$ cat config.mk
export PLATFORM = sky130hd
export DESIGN_NAME = moving_average_to_pwm_duty_unit
export DESIGN_NICKNAME = d
export VERILOG_FILES = /design/src/hdl/mavg_pkg.sv /design/src/hdl/mavg_serial_unit.sv /design/src/hdl/moving_average_to_pwm_duty_unit.sv
export SDC_FILE = /design/constraint.sdc
export NUM_CORES = 1
export LEC_CHECK = 0
export BUFFER_PORTS_ARGS = -buffer_cell sky130_fd_sc_hd__buf_2
export CAP_MARGIN = 20
export CORE_ASPECT_RATIO = 1.4
export CORE_MARGIN = 4
export CORE_UTILIZATION = 40
export CTS_CLUSTER_SIZE = 12
export DETAILED_ROUTE_END_ITERATION = 10
export SLEW_MARGIN = 20
export SYNTH_ARGS = -nofsm -noshare
export SYNTH_HDL_FRONTEND = slang
export SYNTH_SLANG_ARGS = --single-unit
$ cat constraint.sdc
create_clock -name clk -period 6.25 [get_ports clk]
set_clock_uncertainty 0.15 [all_clocks]
set_input_delay 1.5625 -clock clk [delete_from_list [all_inputs] [get_ports clk]]
set_output_delay 1.5625 -clock clk [all_outputs]
set_load 0.05 [all_outputs]
$ cat src/hdl/mavg_pkg.sv
// ----------------------------------------------------------------------------
// mavg_pkg
// Shared widths, register indexes, types and states of the moving-average
// duty unit.
// ----------------------------------------------------------------------------
package mavg_pkg;

  localparam int WINDOW    = 16;
  localparam int SAMPLE_W  = 8;
  localparam int GAIN_W    = 8;
  localparam int OFFSET_W  = 16;
  localparam int DUTY_W    = 12;
  localparam int SLOT_W    = $clog2(WINDOW);
  localparam int FILL_W    = $clog2(WINDOW + 1);
  localparam int SUM_W     = SAMPLE_W + $clog2(WINDOW);
  localparam int CNT_W     = $clog2(SAMPLE_W);
  localparam int ACC_W     = OFFSET_W + 2;
  localparam int CFG_IDX_W = 2;
  localparam int CFG_DAT_W = 16;
  localparam int OUT_TDATA_W = ((SAMPLE_W + DUTY_W + 7) / 8) * 8;

  localparam logic [CFG_IDX_W-1:0] REG_DUTY_GAIN   = 2'd0;
  localparam logic [CFG_IDX_W-1:0] REG_DUTY_OFFSET = 2'd1;
  localparam logic [CFG_IDX_W-1:0] REG_DUTY_MIN    = 2'd2;
  localparam logic [CFG_IDX_W-1:0] REG_DUTY_MAX    = 2'd3;

  localparam logic [GAIN_W-1:0]          RST_DUTY_GAIN   = 8'd28;
  localparam logic signed [OFFSET_W-1:0] RST_DUTY_OFFSET = -16'sd2592;
  localparam logic [DUTY_W-1:0]          RST_DUTY_MIN    = 12'd10;
  localparam logic [DUTY_W-1:0]          RST_DUTY_MAX    = 12'd1990;

  typedef struct packed {
    logic [GAIN_W-1:0]          duty_gain;
    logic signed [OFFSET_W-1:0] duty_offset;
    logic [DUTY_W-1:0]          duty_min;
    logic [DUTY_W-1:0]          duty_max;
  } mavg_cfg_t;

  typedef struct packed {
    logic [SUM_W-1:0]  sum;
    logic [FILL_W-1:0] fill;
    logic              full;
  } mavg_job_t;

  typedef struct packed {
    logic [SAMPLE_W-1:0] average;
    logic [DUTY_W-1:0]   duty;
    logic                window_full;
  } mavg_res_t;

  typedef enum logic [2:0] {
    ST_IDLE,
    ST_DIV,
    ST_MUL,
    ST_SAT,
    ST_DONE
  } mavg_state_t;

endpackage

$ cat src/hdl/mavg_serial_unit.sv
// ----------------------------------------------------------------------------
// mavg_serial_unit
// Bit-serial divide of the window sum by the fill count, bit-serial
// gain multiply with offset, then saturation to the duty limits.
// ----------------------------------------------------------------------------
module mavg_serial_unit (
  input  logic                clk,
  input  logic                rst_n,
  input  mavg_pkg::mavg_cfg_t cfg,
  input  logic                start,
  input  mavg_pkg::mavg_job_t job,
  output logic                ready,
  output logic                res_valid,
  input  logic                res_ready,
  output mavg_pkg::mavg_res_t res
);
  import mavg_pkg::*;

  mavg_state_t state_r, state_nxt;

  logic [CNT_W-1:0]        cnt_r;
  logic [SUM_W-1:0]        rem_r;
  logic [SUM_W-1:0]        dvs_r;
  logic [SAMPLE_W-1:0]     quo_r;
  logic [FILL_W-1:0]       fill_r;
  logic                    full_r;
  logic [GAIN_W-1:0]       gsr_r;
  logic signed [ACC_W-1:0] mcand_r;
  logic signed [ACC_W-1:0] acc_r;
  logic [DUTY_W-1:0]       duty_r;

  logic                    do_div;
  logic                    do_mul;
  logic                    do_sat;
  logic                    last_bit;
  logic                    fits;
  logic [SAMPLE_W-1:0]     quo_nxt;
  logic signed [ACC_W-1:0] sat_v;
  logic signed [ACC_W-1:0] max_s;
  logic signed [ACC_W-1:0] min_s;

  assign last_bit = (cnt_r == '0);
  assign fits     = (rem_r >= dvs_r);
  assign quo_nxt  = {quo_r[SAMPLE_W-2:0], fits};
  assign max_s    = ACC_W'($signed({1'b0, cfg.duty_max}));
  assign min_s    = ACC_W'($signed({1'b0, cfg.duty_min}));

  always_comb begin
    sat_v = acc_r;
    if (sat_v > max_s) begin
      sat_v = max_s;
    end
    if (sat_v < min_s) begin
      sat_v = min_s;
    end
  end

  always_comb begin
    state_nxt = state_r;
    case (state_r)
      ST_IDLE: if (start) state_nxt = ST_DIV;
      ST_DIV:  if (last_bit) state_nxt = ST_MUL;
      ST_MUL:  if (last_bit) state_nxt = ST_SAT;
      ST_SAT:  state_nxt = ST_DONE;
      ST_DONE: if (res_ready) state_nxt = ST_IDLE;
      default: state_nxt = ST_IDLE;
    endcase
  end

  always_comb begin
    ready     = 1'b0;
    res_valid = 1'b0;
    do_div    = 1'b0;
    do_mul    = 1'b0;
    do_sat    = 1'b0;
    case (state_r)
      ST_IDLE: ready     = 1'b1;
      ST_DIV:  do_div    = 1'b1;
      ST_MUL:  do_mul    = 1'b1;
      ST_SAT:  do_sat    = 1'b1;
      ST_DONE: res_valid = 1'b1;
      default: ready     = 1'b0;
    endcase
  end

  always_ff @(posedge clk) begin
    if (!rst_n) begin
      state_r <= ST_IDLE;
      cnt_r   <= '0;
    end else begin
      state_r <= state_nxt;
      if ((ready && start) || ((do_div || do_mul) && last_bit)) begin
        cnt_r <= CNT_W'(SAMPLE_W - 1);
      end else if (do_div || do_mul) begin
        cnt_r <= cnt_r - 1'b1;
      end
    end
  end

  always_ff @(posedge clk) begin
    if (ready && start) begin
      rem_r  <= job.sum;
      dvs_r  <= SUM_W'(job.fill) << (SAMPLE_W - 1);
      quo_r  <= '0;
      fill_r <= job.fill;
      full_r <= job.full;
    end
    if (do_div) begin
      if (fits) begin
        rem_r <= rem_r - dvs_r;
      end
      dvs_r <= dvs_r >> 1;
      quo_r <= quo_nxt;
      if (last_bit) begin
        mcand_r <= ACC_W'($signed({1'b0, quo_nxt}));
        acc_r   <= ACC_W'(cfg.duty_offset);
        gsr_r   <= cfg.duty_gain;
      end
    end
    if (do_mul) begin
      if (gsr_r[0]) begin
        acc_r <= acc_r + mcand_r;
      end
      gsr_r   <= gsr_r >> 1;
      mcand_r <= mcand_r <<< 1;
    end
    if (do_sat) begin
      duty_r <= sat_v[DUTY_W-1:0];
    end
  end

  assign res.average     = quo_r;
  assign res.duty        = duty_r;
  assign res.window_full = full_r;

  a_start_idle : assert property (@(posedge clk) disable iff (!rst_n)
    start && ready |=> state_r == ST_DIV)
    else $error("start not followed by divide");

  a_rem_below_divisor : assert property (@(posedge clk) disable iff (!rst_n)
    do_div && last_bit |=> rem_r < SUM_W'(fill_r))
    else $error("division remainder not below fill count");

  a_fill_nonzero : assert property (@(posedge clk) disable iff (!rst_n)
    ready && start |-> job.fill != '0)
    else $error("zero divisor");

  a_duty_in_limits : assert property (@(posedge clk) disable iff (!rst_n)
    res_valid && (cfg.duty_min <= cfg.duty_max) |->
      (res.duty >= cfg.duty_min) && (res.duty <= cfg.duty_max))
    else $error("duty outside limits");

  a_result_held : assert property (@(posedge clk) disable iff (!rst_n)
    res_valid && !res_ready |=> res_valid && $stable(res))
    else $error("result changed while stalled");

endmodule

$ cat src/hdl/moving_average_to_pwm_duty_unit.sv
// ----------------------------------------------------------------------------
// moving_average_to_pwm_duty_unit
// Moving average over the last 16 samples mapped to a saturated PWM duty.
// ----------------------------------------------------------------------------
// Each sample beat updates a 16-entry window and its running sum in the
// accept cycle, then the mean is found by a bit-serial divider (one quotient
// bit per cycle) and scaled by a bit-serial shift-add multiplier (one gain
// bit per cycle), followed by a saturation step and a step to hand over the
// result; no new sample is taken until the previous one has been handed
// over. A finished result waits in an output register, so the next sample
// is taken while the previous result is still stalled. While the window
// fills the mean is the sum over the fill count; duty is offset plus gain
// times mean, clamped to max first and then to min, so min wins when the
// limits cross.
module moving_average_to_pwm_duty_unit (
  input  logic                                 clk,
  input  logic                                 rst_n,
  input  logic                                 in_tvalid,
  output logic                                 in_tready,
  input  logic [mavg_pkg::SAMPLE_W-1:0]        in_tdata,   // sample
  output logic                                 out_tvalid,
  input  logic                                 out_tready,
  output logic [mavg_pkg::OUT_TDATA_W-1:0]     out_tdata,  // average, duty, zero pad
  output logic                                 out_tuser,  // window_full
  input  logic                                 cfg_valid,
  output logic                                 cfg_ready,
  input  logic [mavg_pkg::CFG_IDX_W-1:0]       cfg_index,
  input  logic [mavg_pkg::CFG_DAT_W-1:0]       cfg_data
);
  import mavg_pkg::*;

  mavg_cfg_t            cfg_r;
  logic [SAMPLE_W-1:0]  win_r [WINDOW];
  logic [SLOT_W-1:0]    slot_r;
  logic [FILL_W-1:0]    fill_r;
  logic [SUM_W-1:0]     sum_r;
  logic                 out_tvalid_r;
  mavg_res_t            out_res_r;

  logic                 in_beat;
  logic                 full_now;
  logic [SAMPLE_W-1:0]  evict;
  mavg_job_t            job;
  logic                 unit_ready;
  logic                 res_valid;
  logic                 res_ready;
  mavg_res_t            res;

  assign cfg_ready = 1'b1;
  assign in_tready = unit_ready;
  assign in_beat   = in_tvalid && in_tready;
  assign full_now  = (fill_r == FILL_W'(WINDOW));
  assign evict     = full_now ? win_r[slot_r] : '0;

  assign job.sum  = sum_r - SUM_W'(evict) + SUM_W'(in_tdata);
  assign job.fill = full_now ? fill_r : fill_r + 1'b1;
  assign job.full = (job.fill == FILL_W'(WINDOW));

  always_ff @(posedge clk) begin
    if (!rst_n) begin
      cfg_r.duty_gain   <= RST_DUTY_GAIN;
      cfg_r.duty_offset <= RST_DUTY_OFFSET;
      cfg_r.duty_min    <= RST_DUTY_MIN;
      cfg_r.duty_max    <= RST_DUTY_MAX;
    end else if (cfg_valid && cfg_ready) begin
      case (cfg_index)
        REG_DUTY_GAIN:   cfg_r.duty_gain   <= cfg_data[GAIN_W-1:0];
        REG_DUTY_OFFSET: cfg_r.duty_offset <= $signed(cfg_data[OFFSET_W-1:0]);
        REG_DUTY_MIN:    cfg_r.duty_min    <= cfg_data[DUTY_W-1:0];
        REG_DUTY_MAX:    cfg_r.duty_max    <= cfg_data[DUTY_W-1:0];
        default:         cfg_r             <= cfg_r;
      endcase
    end
  end

  always_ff @(posedge clk) begin
    if (!rst_n) begin
      slot_r <= '0;
      fill_r <= '0;
      sum_r  <= '0;
    end else if (in_beat) begin
      slot_r <= (slot_r == SLOT_W'(WINDOW - 1)) ? '0 : slot_r + 1'b1;
      fill_r <= job.fill;
      sum_r  <= job.sum;
    end
  end

  always_ff @(posedge clk) begin
    if (in_beat) begin
      win_r[slot_r] <= in_tdata;
    end
  end

  mavg_serial_unit u_serial (
    .clk       (clk),
    .rst_n     (rst_n),
    .cfg       (cfg_r),
    .start     (in_tvalid),
    .job       (job),
    .ready     (unit_ready),
    .res_valid (res_valid),
    .res_ready (res_ready),
    .res       (res)
  );

  assign res_ready = !out_tvalid_r || out_tready;

  always_ff @(posedge clk) begin
    if (!rst_n) begin
      out_tvalid_r <= 1'b0;
    end else if (res_ready) begin
      out_tvalid_r <= res_valid;
    end
  end

  always_ff @(posedge clk) begin
    if (res_ready && res_valid) begin
      out_res_r <= res;
    end
  end

  assign out_tvalid = out_tvalid_r;
  assign out_tdata  = OUT_TDATA_W'({out_res_r.duty, out_res_r.average});
  assign out_tuser  = out_res_r.window_full;

endmodule
# Word level (Yosys, flattened, before mapping)

Memory sizes are Yosys's and may differ from the RTL's. A register that Yosys moved wholly into a read port is not among the register bits.
Cells that the tools add are included.

Divide/modulo/power cells: 0
Reduce and logical (&&, ||, !) cells: 21
Add/subtract/negate cells: 7
Eq/ne operators: 14
$lt $le $gt $ge: 3
Multiplexer cells: 38
Multiply operators: 0
Bitwise gates (word level): 0
Shift operators: 0

Operators by type and width:

| kind                  | number |
|---|---|
| $mux W18              | 8 |
| $mux W12              | 4 |
| $mux W8               | 3 |
| $mux W11              | 2 |
| $mux W7               | 3 |
| $add A18 B18 Y18      | 1 |
| $gt A18 B13 Y1        | 1 |
| $lt A18 B13 Y1        | 1 |
| $mux W3               | 6 |
| $pmux W3 S5           | 1 |
| $add A12 B8 Y12       | 1 |
| $ge A12 B12 Y1        | 1 |
| $mux W4               | 3 |
| $reduce_and A2 Y1     | 6 |
| $sub A12 B12 Y12      | 1 |
| $sub A12 B8 Y12       | 1 |
| $eq A5 B5 Y1 const B  | 2 |
| $reduce_bool A2 Y1    | 4 |
| $mux W1               | 7 |
| $eq A3 B2 Y1 const B  | 2 |
| $logic_not A3 Y1      | 2 |
| $add A5 B1 Y5 const B | 1 |
| $mux W5               | 1 |
| $add A4 B1 Y4 const B | 1 |
| other kinds (13)      | 20 |

Bits of input ports: 31
Memories kept: 1
Bits in latches: 0
Bits in writable memories: 128
Flip-flop bits (word level): 186
Word-level logic and storage cells: 108
Memory bits (read-only): 0

Memory list:

| name  | words | width | read ports | clocked after memory_dff | write ports | RTL line                              | text |
|---|---|---|---|---|---|---|---|
| win_r | 16    | 8     | 1          | 1                        | 1           | moving_average_to_pwm_duty_unit.sv:33 | `logic [SAMPLE_W-1:0] win_r [WINDOW];` |

# Longest topological paths before layout

Gate-level depths: netlist of run 1.

Depth after elaboration: 7
Depth in mapped cells: 18

# By module

A second synthesis of run 1 with hierarchy kept.

Cells, all modules: 1337
Area total of the unflattened synthesis: 15561.2 sq um

By module, submodules not included:

| module                          | sequential area each (sq um) | area each (sq um) | instances | cells each |
|---|---|---|---|---|
| moving_average_to_pwm_duty_unit | 5955.7                       | 9406.5            | 1         | 699 |
| mavg_serial_unit                | 2462.4                       | 6154.7            | 1         | 638 |

# Least setup slack after synthesis of run 1

No wires, ideal clock.

Kind: register to register
Start: reg with a tool-made name
End: reg u_serial.rem_r[11]
Library setup time: 0.134 ns
Cell stages (with the launch flop): 16
Arrival time: 4.092 ns
Data required time: 5.966 ns
Path slack: 1.874 ns
Path buffers: 2
Path through: dfxtp_1 clkbuf_1 buf_2 mux4_2 mux4_2 nor2b_1 fa_1 inv_1 ha_1 a211oi_1 o21ai_0 nand3_1 nand4b_1 o311a_1 a221oi_1 mux2i_1

RTL lines:

| item                 | RTL line                | text |
|---|---|---|
| end signal, assigned | mavg_serial_unit.sv:102 | `rem_r <= job.sum;` |
| end signal, assigned | mavg_serial_unit.sv:110 | `rem_r <= rem_r - dvs_r;` |
| end, declared        | mavg_serial_unit.sv:22  | `logic [SUM_W-1:0] rem_r;` |

# Final worst setup path of run 1

Start: reg cfg_r[7] in the netlist's numbering
End: reg u_serial.duty_r[11], data pin

Longest elaborated chain between the ends: 4

RTL lines:

| item                   | RTL line                              | text |
|---|---|---|
| start, declared        | moving_average_to_pwm_duty_unit.sv:32 | `mavg_cfg_t cfg_r;` |
| start signal, assigned | moving_average_to_pwm_duty_unit.sv:71 | `default: cfg_r <= cfg_r;` |
| $gt A18 B13 Y1         | mavg_serial_unit.sv:50                | `if (sat_v > max_s) begin` |
| $mux W18 (*)           | mavg_serial_unit.sv:50                |  |
| $lt A18 B13 Y1         | mavg_serial_unit.sv:53                | `if (sat_v < min_s) begin` |
| $mux W12 (*)           | mavg_serial_unit.sv:53                |  |
| net u_serial.sat_v[11] | mavg_serial_unit.sv:38                | `logic signed [ACC_W-1:0] sat_v;` |
| end signal, assigned   | mavg_serial_unit.sv:128               | `duty_r <= sat_v[DUTY_W-1:0];` |
| end, declared          | mavg_serial_unit.sv:30                | `logic [DUTY_W-1:0] duty_r;` |

Mark *: on every way through the listed nets, which the timed path passes. The rest lies on a longest branch.
A chain may end at the register's enable or synchronous reset.

==> impl_results.md, run 1 <==
- Final Setup Violations: 0
- Pre-antenna DRT Iters: 5
- RSZ-0062 raised after global routing: no
- Yosys cell types: 72
- Largest net degree at the start of global routing: 43
- Switching share of power: 32.0%
- DP Area: 16000 um2
- Crit end category: flip-flop
- Post-DRT Antenna Nets: 0
- R2R Path Start: cfg_r[7]
- Hold wc startpoint: u_serial.full_r
- Cell area power density: 400 nW/um2
- Switching pwr: 2.19 mW
- CP Data Arrival Time: 5.31 ns
- Ys async rst share: 0%
- R2R cell count: 16
- Type of the tightest min-delay check: flip-flop to flip-flop
- Die Area: 41500 um2
- Post-synth EDFFs: 205
- CP Launch Point: cfg_r[7]
- Hold Slack: 0.267 ns
- Reg2Reg Setup Slack: 1.05 ns
- Top_reg_cell synth: edfxtp_1
- Critical path type: flip-flop to flip-flop
- Multiplexer share of the synthesized area: 9.38%
- Input/output buffers: 53
- Most area-consuming cells after synthesis: edfxtp_1, dfxtp_1, ha_1
- Fmax: 0.192 GHz
- Post-CTS Setup Repair Bufs: 0
- Die width: 173 um
- Nets@finish: 1457
- Total GRT Usage: 16.2%
- Synth warn: 0
- Post_cts resized: 0
- Post-Synthesis Cells: 1294
- Clock power share: 29.4%
- Final max-slew violation count: 0
- WP data required: 6.37 ns
- Peak VDD IR: 247 uV
- Row count: 84
- Pint: 4.65 mW
- Worst slew pin tran: 1.07 ns
- Hold Crit Endpoint: out_tuser
- Outcome: completed
- Gpl congestion: 0.857
- Initial core utilization: 40.6%
- I/O pin count: 59
- Antenna fix cells: 0
- Worst-path fanout max: 11
- Setup TNS: 0 ns
- Worst-path clk slew: 0.06 ns
- #FFs+latches synth: 318
- Post-Synth Adder-Cell Area: 7.20%
- Synth Area in XOR/XNOR: 1.95%
- Core area: 37600 um2
- CTS tree: yes
- Compound-Gate Fraction of Synth Area: 9.72%
- TritonCTS Buffers: 36
- Largest family of logic cells by synthesized area: simple AND/OR/NAND/NOR gates
- Final worst-path cycle share: 83.1%
- Clk_lat worst skew: 0.52 ns
- CTS H-tree lvls: 2
- DP HPWL: 24.2 mm
- Logic pwr share: 31.2%
- Final Hold Fails: 0
- Overall routed net length: 33.6 mm
- Vias in the first global route: 9931
- Clk sinks: 318
- Post-synth top area cell: edfxtp_1
- Overflow after GRT: 0
- Drc violations: 0
- Sequential area share after synthesis: 55.1%
- First-pass GRT wire length: 53.7 mm
- Vias per cell: 5.25
- Final Cell Area: 17100 um2
- Die H: 239 um
- Mean post-synth cell area: 11.8 um2
- Reg-to-Reg End: u_serial.duty_r[11]
- Via count: 9667
- Initial antenna violation count: 0
- Proportion of layout cells with a drive suffix above 1: 14.7%
- Final Critical Period: 5.20 ns
- Syn-to-layout area delta: 11.9%
- WL/cell: 18.3 um
- Flop pwr share: 39.4%
- Hold_buf cts: 0
- Synth Area in Simple Gates: 12.6%
- Post-synth top area share: 40.3%
- Starting DRT DRC Count: 475
- Hold Crit Depth: 0
- Startpoint types: flip-flop
- Max-cap violations: 0
- Root Driver: clkbuf_16
- Pleak: 6.45 nW
- Synthesized area: 15300 um2
- CTS Buffer Depth: 3
- Rel. slew slack: 28.3%
==> metal layers <==
layer	routed length, um	track usage, %	share of wire (%)	vias to the layer above
li1	-	-	-	4740
met1	13000	17.5	39	4715
met2	18600	32.1	55	151
met3	1130	2.49	3.3	61
met4	912	5.28	2.7	0
met5	0	0	0	-
==> cells in the mapped netlist (14+ instances only) <==
cell type,instances
edfxtp_1,205
nand2_1,178
dfxtp_1,113
inv_1,91
ha_1,72
nor2_1,60
a21boi_0,42
a21oi_1,41
mux4_2,40
clkbuf_1,36
nand3_1,31
o21ai_0,30
nor2b_1,28
nor3_1,25
mux2i_1,24
and2_1,23
and3_1,18
xor2_1,18
a31oi_1,16
xnor2_1,16
o211ai_1,15
a21o_1,14
mux2_2,14
==> layout make-up <==
type | count | area, um2
inverters | 93 | 349
flip-flops and latches | 318 | 8420
clock inverters | 13 | 121
repair buffers | 67 | 370
clock buffers | 49 | 981
well taps | 473 | 592
fillers | 3507 | 20500
multi-input cells | 828 | 6280
==> layout by cell type (no fill, tap or decap), types with 6 or more instances in the layout <==
cell type | Yosys | final
xor2_1 | 18 | 18
o21ai_0 | 30 | 30
clkbuf_16 | 0 | 37
nor3_1 | 25 | 25
clkinv_2 | 0 | 8
o21a_1 | 6 | 6
nor2b_1 | 28 | 28
nand2_1 | 178 | 177
nand3_1 | 31 | 31
nand2b_1 | 7 | 7
a22o_1 | 6 | 6
a211oi_1 | 6 | 6
a21oi_1 | 41 | 41
mux4_2 | 40 | 40
edfxtp_1 | 205 | 205
xnor2_1 | 16 | 16
nand4_1 | 7 | 7
mux2i_1 | 24 | 24
dfxtp_1 | 113 | 112
mux2_4 | 9 | 9
or3_1 | 6 | 6
a31oi_1 | 16 | 16
and2_1 | 23 | 23
a21boi_0 | 42 | 42
o211ai_1 | 15 | 15
a21o_1 | 14 | 14
buf_4 | 5 | 14
fa_1 | 10 | 10
clkbuf_1 | 36 | 11
mux2_2 | 14 | 14
ha_1 | 72 | 72
nor2_1 | 60 | 59
buf_2 | 10 | 53
and3_1 | 18 | 18
inv_1 | 91 | 91
==> worst max-delay path, stage by stage (launching register included) <==
cell and delay, ns:
dfxtp_1 0.33, inv_1 0.06, ha_1 0.31, a211oi_1 0.25, nor2_1 0.09, o31ai_2 0.30
and2_1 0.54, mux2_2 0.43, ha_1 0.30, a21o_1 0.16, a21o_1 0.17, a211o_1 0.30
a21oi_2 0.17, o21ai_1 0.09, o31ai_2 0.65, buf_4 0.30, mux2_2 0.35
==> state kept, by name (all words and copies together), names as in the netlist, named ones only <==
signal / cells
cfg_r: 48
fill_r: 5
out_tdata: 20
out_tuser: 1
out_tvalid: 1
slot_r: 4
sum_r: 12
u_serial.acc_r: 18
u_serial.cnt_r: 3
u_serial.duty_r: 12
u_serial.dvs_r: 12
u_serial.full_r: 1
u_serial.gsr_r: 8
u_serial.mcand_r: 18
u_serial.quo_r: 8
u_serial.rem_r: 12
u_serial.state_r: 3
win_r: 128
==> power by group through the flow <==
stage	Clock [mW]	Sequential (mW)	Combinational [mW]
global placement	0	2.74	2.10
CTS	2.06	2.70	2.15
floorplan	0	2.65	1.75
global route	2.15	2.72	2.40
detailed placement	0	2.74	2.14
finish	2.01	2.70	2.13
==> kinds of logic after synthesis <==
group,count (synthesis)
other,2
adders and majority gates,82
DFF,318
and+or+nand+nor,407
muxes,87
buffers and inverters,151
AOI/OAI and AO/OA,213
xor gates and xnor gates,34
==> worst max-delay path by stage <==
stage | to | slack (ns) | cells past startpoint
finish | u_serial.duty_r[11] | 1.05 | 16
CTS | u_serial.duty_r[11] | 1.05 | 15
detailed placement | u_serial.duty_r[11] | 1.06 | 15
global route | u_serial.duty_r[11] | 0.76 | 17
floorplan | u_serial.rem_r[11] | 1.87 | 15
global placement | u_serial.duty_r[11] | 1.20 | 15
==> through the flow <==
step,util (%),std cells,setup slack [ns],power (mW)
final,45.5,1841,1.05,6.84
after global routing,45.5,1841,0.759,7.28
after CTS,45.5,1841,1.05,6.91
after detailed placement,42.5,1779,1.06,4.88
after global placement,42.5,1779,1.20,4.84
after floorplan,-,1297,1.87,4.40
(Power assumes the default switching activity.)
==> inputs of run 2 (changes only) <==
ABC_AREA = 1   (was default)
clock period = 4.9 ns   (was 6.25 ns; I/O delays follow)
==> run 2 against run 1 <==
  * Hold slack worse by 0.0099 ns
  * Non-clock buffer count is 16 higher
  * Largest power group is now combinational cells
  * Cell area is 0.39% lower
  * Global-route usage is 1.5 points higher
  * Largest cell class unchanged
  * Worst setup slack worse by 0.0094 ns
==> impl_results.md, run 2 <==
- Outcome: completed (unchanged)
- Drc violations: 0 (unchanged)
- CTS tree: yes (unchanged)
- Clk sinks: 318 (unchanged)
- RSZ-0062 raised after global routing: no (unchanged)
- Initial core utilization: 40.8% (was 40.6%)
- Crit end category: flip-flop (unchanged)
- CP cell instances: inv_2 -> buf_12 -> nor2_1 -> o221ai_1 -> o211ai_1 -> a21oi_1 -> fa_1 -> inv_1 -> ha_1 -> a21o_1 -> a31oi_1 -> inv_1 -> a21oi_1 -> o21ai_0 -> o21ai_0 -> nand2_1 -> nand2_1 -> o21ai_0 (was inv_1 -> ha_1 -> a211oi_1 -> nor2_1 -> o31ai_2 -> and2_1 -> mux2_2 -> ha_1 -> a21o_1 -> a21o_1 -> a211o_1 -> a21oi_2 -> o21ai_1 -> o31ai_2 -> buf_4 -> mux2_2)
- Post-synth top area share: 40.8% (was 40.3%)
- Vias in the first global route: 11000 (was 9931)
- Fmax: 0.259 GHz (was 0.192 GHz)
- Pleak: 6.88 nW (was 6.45 nW)
- Syn-to-layout area delta: 12.9% (was 11.9%)
- Cell area power density: 585 nW/um2 (was 400 nW/um2)
- Input/output buffers: 53 (unchanged)
- Final Hold Fails: 0 (unchanged)
- Overall routed net length: 36.3 mm (was 33.6 mm)
- Setup TNS: 0 ns (unchanged)
- Final Setup Violations: 0 (unchanged)
- Worst slew pin tran: 1.01 ns (was 1.07 ns)
- I/O pin count: 59 (unchanged)
- Nets@finish: 1764 (was 1457)
- Total GRT Usage: 17.7% (was 16.2%)
- Most area-consuming cells after synthesis: edfxtp_1, dfxtp_1, ha_1 (unchanged)
- Most frequent cell after synthesis: nand2_1 (was edfxtp_1)
- #FFs+latches synth: 318 (unchanged)
- Post-CTS Setup Repair Bufs: 0 (unchanged)
- Sequential area share after synthesis: 55.8% (was 55.1%)
- CTS H-tree lvls: 2 (unchanged)
- Post-synth EDFFs: 205 (unchanged)
- DP HPWL: 26.1 mm (was 24.2 mm)
- Crit path buf inv count: 4 (was 2)
- Final Util: 46.1% (was 45.5%)
- Die width: 172 um (was 173 um)
- Gpl congestion: 0.917 (was 0.857)
- Synth top cells by count: nand2_1, edfxtp_1, nor2_1 (was edfxtp_1, nand2_1, dfxtp_1)
- Post_cts resized: 0 (unchanged)
- Vias per cell: 5.26 (was 5.25)
- Ys async rst share: 0% (unchanged)
- Max-cap violations: 0 (unchanged)
- Final Critical Period: 3.85 ns (was 5.20 ns)
- Slowest CP cell: fa_1 (was o31ai_2)
- Largest net degree at the start of global routing: 57 (was 43)
- Most common cell after layout, fill and taps aside: nand2_1 (was edfxtp_1)
- Starting DRT DRC Count: 673 (was 475)
- Most frequent cells in the layout: nand2_1, edfxtp_1, nor2_1 (was edfxtp_1, nand2_1, dfxtp_1)
- Critical path's largest stage delay: 0.45 ns (was 0.65 ns)
- Mean post-synth cell area: 9.48 um2 (was 11.8 um2)
- Die H: 238 um (was 239 um)
- Final max-slew violation count: 0 (unchanged)
- Clk_lat worst skew: 0.53 ns (was 0.52 ns)
- CTS Buffer Depth: 3 (unchanged)
- Worst-path fanout max: 56 (was 11)
- Final worst-path cycle share: 78.7% (was 83.1%)
- Proportion of layout cells with a drive suffix above 1: 9.77% (was 14.7%)
- Type of the tightest min-delay check: flip-flop to flip-flop (unchanged)
- Critical path type: flip-flop to flip-flop (unchanged)
- Post-Synthesis Cells: 1593 (was 1294)
- Post-DRT Antenna Nets: 0 (unchanged)
- Pre-antenna DRT Iters: 5 (unchanged)
- # fillers: 3507 (unchanged)
- Top_reg_cell synth: edfxtp_1 (unchanged)
- Root Driver: clkbuf_16 (unchanged)
- Largest reg by FF count: win_r (unchanged)
- Antenna fix cells: 0 (unchanged)
- First-pass GRT wire length: 57.9 mm (was 53.7 mm)
- Top delay family on crit path: compound AO/OA/AOI/OAI gates (unchanged)
- Synth warn: 0 (unchanged)
- WP data required: 5.13 ns (was 6.37 ns)
- Synthesized area: 15100 um2 (was 15300 um2)
- Post-synth top area cell: edfxtp_1 (unchanged)
- Core area: 37000 um2 (was 37600 um2)
- Peak VDD IR: 328 uV (was 247 uV)
- Row count: 83 (was 84)
- WL/cell: 16.9 um (was 18.3 um)
- Initial antenna violation count: 0 (unchanged)
- CP Data Arrival Time: 4.09 ns (was 5.31 ns)
- TritonCTS Buffers: 35 (was 36)
- Final Cell Area: 17000 um2 (was 17100 um2)
- DP Area: 15900 um2 (was 16000 um2)
- Die Area: 41000 um2 (was 41500 um2)
- Via count: 11300 (was 9667)
- Most used cell along the critical path: o21ai_0
- Worst-path clk slew: 0.06 ns (about the same)
- Largest register FFs: 128 (unchanged)
- Yosys cell types: 55 (was 72)
- Overflow after GRT: 0 (unchanged)
- Startpoint types: flip-flop (unchanged)
- Hold_buf cts: 0 (unchanged)
- Rel. slew slack: 32.7% (was 28.3%)
[run 2: changes by cell type in the layout (fill, tap and decap cells not counted), sizes merged, moves of 41 or more]
| cell | change |
|---|---|
| nand2 | +56 |
| nor2 | +132 |
| inv | +91 |
| a21oi | +88 |
| a21boi | -41 |
| o21ai | +151 |
[run 2: cell type report]
class | instances | area [um2] | area share [%]
multi-input cells | 1031 | 5740 | 33.7
clock buffers | 55 | 1020 | 6.00
well taps | 467 | 584 | 3.43
clock inverters | 9 | 81.3 | 0.477
inverters | 182 | 686 | 4.02
repair buffers | 83 | 515 | 3.02
flip-flops and latches | 318 | 8420 | 49.4
[run 2: layer usage]
| layer | up-vias | track usage [%] | wire length, um |
|---|---|---|---|
| met5 | - | 0 | 0 |
| met4 | 0 | 6.96 | 1290 |
| met3 | 88 | 2.42 | 1510 |
| met2 | 258 | 32.0 | 18800 |
| met1 | 5334 | 21.0 | 14700 |
| li1 | 5596 | - | - |
[run 2: cell families (layout without fill, tap and decap cells)]
| family | count (synthesis) | after routing | share of synthesized area (%) |
|---|---|---|---|
| AOI/OAI and AO/OA | 399 | 399 | 14.7 |
| xor gates and xnor gates | 19 | 19 | 1.10 |
| adders and majority gates | 82 | 82 | 7.29 |
| buffers and inverters | 247 | 329 | 6.42 |
| DFF | 318 | 318 | 55.8 |
| muxes | 6 | 6 | 0.447 |
| other | 2 | 5 | 0.0497 |
| and+or+nand+nor | 520 | 520 | 14.2 |
[run 2: worst paths after layout]
path                                      start                 to  slack (ns)  cells after the start
worst max-delay path                  flip-flop  u_serial.rem_r[9]        1.05                     18
worst min-delay path            u_serial.full_r          out_tuser        0.26                      0
worst max register to register        flip-flop  u_serial.rem_r[9]        1.05                     18
worst min register to register  u_serial.full_r          out_tuser        0.26                      0
[run 2: through the flow]
step / instances / worst slack [ns] / power [mW] / hold slack, ns
finish: 2145 / 1.05 / 9.96 / 0.257
global route: 2145 / 0.666 / 10.7 / 0.275
CTS: 2145 / 1.01 / 10.1 / 0.267
detailed placement: 2081 / 0.822 / 7.49 / 0.256
global placement: 2081 / 0.810 / 7.40 / 0.254
floorplan: 1596 / 1.38 / 6.50 / 0.250
[run 2: power breakdown]
group	internal, mW	leakage, nW	switching [mW]
registers	3.39	2.81	0.277
logic	1.31	3.52	2.45
clock network	1.50	0.541	1.04
==> inputs of run 3 (changes only) <==
ABC_AREA = 0   (was 1)
clock period = 3.2 ns   (was 4.9 ns; I/O delays follow)
==> run 3 against run 2 <==
  * The flow now finishes with violations (negative setup slack)
  * Non-clock buffer count increased by 129
  * Sequential share of layout area decreased by 5.1 points
  * Wire length increased by 2.0%
  * Sequential power increased by 42%
  * Maximum frequency decreased by 7.3%
  * Worst setup slack got worse by 2.0 ns
  * Cell area increased by 12%
  * Critical path type unchanged
  * Highest routed layer unchanged
==> impl_results.md, run 3 (synthesized netlist as in run 1, its figures left out) <==
- I/O pin count: 59 (unchanged)
- Via count: 10400 (was 11300)
- Root Driver: clkbuf_16 (unchanged)
- Die H: 239 um (was 238 um)
- Nets@finish: 1601 (was 1764)
- WL/cell: 18.6 um (was 16.9 um)
- Post-DRT Antenna Nets: 0 (unchanged)
- Proportion of layout cells with a drive suffix above 1: 28.1% (was 9.77%)
- CP cell instances: inv_1 -> ha_4 -> nand4_1 -> nor3_2 -> nor3b_1 -> nor2_1 -> and2_4 -> buf_12 -> mux2_4 -> ha_4 -> inv_2 -> or4_1 -> or3_1 -> o21ai_2 -> o31ai_4 -> buf_6 -> mux2_4 (was inv_2 -> buf_12 -> nor2_1 -> o221ai_1 -> o211ai_1 -> a21oi_1 -> fa_1 -> inv_1 -> ha_1 -> a21o_1 -> a31oi_1 -> inv_1 -> a21oi_1 -> o21ai_0 -> o21ai_0 -> nand2_1 -> nand2_1 -> o21ai_0)
- Crit end category: flip-flop (unchanged)
- Rel. slew slack: 47.9% (was 32.7%)
- Gpl congestion: 0.863 (was 0.917)
- Final max-slew violation count: 0 (unchanged)
- Input/output buffers: 53 (unchanged)
- Met3 usage: 2.53% (was 2.42%)
- Critical path's largest stage delay: 0.48 ns (was 0.45 ns)
- WP data required: 3.32 ns (was 5.13 ns)
- Most frequent cells in the layout: edfxtp_1, nand2_1, buf_4 (was nand2_1, edfxtp_1, nor2_1)
- Startpoint types: flip-flop (unchanged)
- Violated checks: negative setup slack
- Vias in the first global route: 10600 (was 11000)
- Pre-antenna DRT Iters: 4 (was 5)
- CTS Buffer Depth: 3 (unchanged)
- CP Data Arrival Time: 4.28 ns (was 4.09 ns)
- Worst-path clk slew: 0.06 ns (about the same)
- Initial core utilization: 40.6% (was 40.8%)
- Vias per cell: 5.23 (was 5.26)
- Overall routed net length: 37.0 mm (was 36.3 mm)
- Worst slack, placed: -1.06 ns (was 0.822 ns)
- Max-cap violations: 0 (unchanged)
- Overflow after GRT: 0 (unchanged)
- RSZ-0062 raised after global routing: yes (was no)
- DP HPWL: 26.8 mm (was 26.1 mm)
- Core area: 37600 um2 (was 37000 um2)
- Final Setup Violations: 34 (was 0)
- Critical path type: flip-flop to flip-flop (unchanged)
- DP Area: 17200 um2 (was 15900 um2)
- Peak VDD IR: 567 uV (was 328 uV)
- Clk sinks: 318 (unchanged)
- Drc violations: 0 (unchanged)
- Met1 GRT Util: 18.6% (was 21.0%)
- Pleak: 7.35 nW (was 6.88 nW)
- Most common cell after layout, fill and taps aside: edfxtp_1 (was nand2_1)
- Largest reg by FF count: win_r (unchanged)
- Hold Slack: 0.273 ns (was 0.257 ns)
- GRT busiest layer: met2 (unchanged)
- Final worst-path cycle share: 130% (was 78.7%)
- Pwr Total: 14.9 mW (was 9.96 mW)
- Cell area power density: 782 nW/um2 (was 585 nW/um2)
- Syn-to-layout area delta: 24.7% (was 12.9%)
- Largest net degree at the start of global routing: 36 (was 57)
- Final worst-path setup slack: -0.959 ns (was 1.05 ns)
- Initial antenna violation count: 0 (unchanged)
- Met2 Use GR: 35.8% (was 32.0%)
- Starting DRT DRC Count: 477 (was 673)
- TritonCTS Buffers: 35 (unchanged)
- Largest register FFs: 128 (unchanged)
- Die width: 173 um (was 172 um)
- Outcome: finished, violations left (was completed)
- Clk_lat worst skew: 0.52 ns (was 0.53 ns)
- Fmax: 0.240 GHz (was 0.259 GHz)
- Total GRT Usage: 17.7% (about the same)
- Final Cell Area: 19100 um2 (was 17000 um2)
- Dpl cells: 1898 (was 2081)
- Worst-path fanout max: 6 (was 56)
- CTS H-tree lvls: 2 (unchanged)
- CTS tree: yes (unchanged)
- Row count: 84 (was 83)
- Slowest CP cell: or4_1 (was fa_1)
- Final Hold Fails: 0 (unchanged)
- Worst slew pin tran: 0.782 ns (was 1.01 ns)
- # fillers: 3268 (was 3507)
- Antenna fix cells: 0 (unchanged)
- First-pass GRT wire length: 58.0 mm (was 57.9 mm)
- Hold_buf cts: 0 (unchanged)
- Die Area: 41500 um2 (was 41000 um2)
- Final std cells w/o fill: 1987 (was 2145)
- Type of the tightest min-delay check: flip-flop to flip-flop (unchanged)
- Final Critical Period: 4.16 ns (was 3.85 ns)
==> run 3: changes by cell type in the layout (fill, tap and decap cells not counted), sizes merged, moves of 40 or more <==
| cell | before | now |
|---|---|---|
| o21ai | 185 | 34 |
| nor2 | 193 | 61 |
| buf | 83 | 212 |
| inv | 185 | 93 |
| a21oi | 130 | 42 |
| nand2 | 234 | 178 |
| a21boi | 2 | 43 |
| mux4 | 0 | 40 |
==> run 3: report_power, final <==
| part | switching [mW] | internal, mW |
|---|---|---|
| logic | 2.82 | 2.83 |
| clock network | 1.59 | 2.46 |
| registers | 0.319 | 4.89 |
| total | 4.73 | 10.2 |
==> run 3: repair_timing <==
action | CTS | global route
buffers inserted | 17 | 12
gates cloned | 2 | 0
setup endpoints to repair | 34 | 34
hold endpoints to repair | 0 | 0
pin swaps | 23 | 21
gates resized for setup | 75 | 30
==> run 3: critical path, delay by kind of cell, from the launching register on <==
kind                       cells  cell delay (ns)
buffers and inverters          4             0.38
DFF                            1             0.33
and+or+nand+nor                7             1.69
adders and majority gates      2             0.54
muxes                          2             0.61
AOI/OAI and AO/OA              2             0.21
==> run 3: path summary, 6_finish.rpt <==
kind,from,endpoint,slack [ns],cells past startpoint
setup / recovery,cfg_r[5],u_serial.duty_r[7],-0.96,17
hold / removal,u_serial.duty_r[11],out_tdata[19],0.27,0
hold reg to reg,u_serial.duty_r[11],out_tdata[19],0.27,0
setup reg to reg,cfg_r[5],u_serial.duty_r[7],-0.96,17
==> run 3: routing by layer <==
layer / up-vias / wire (um)
met5: - / 0
met4: 0 / 1040
met3: 58 / 1080
met2: 168 / 21000
met1: 5132 / 13900
li1: 5034 / -
==> run 3: through the flow <==
stage	util [%]	setup TNS [ns]
final	50.7	-24.94
after global routing	50.7	-29.32
after CTS	50.2	-23.83
after detailed placement	45.7	-25.42
after global placement	45.7	-23.70
after floorplan	-	-17.85
==> run 3: area by class of cell <==
type	count	area, um2	share of cell area, %
Sequential cell	318	8440	44.3
Tap cell	473	592	3.11
Clock buffer	51	988	5.19
Multi-Input combinational cell	828	6880	36.1
Inverter	93	352	1.84
Timing Repair Buffer	212	1660	8.70
Clock inverter	12	153	0.801
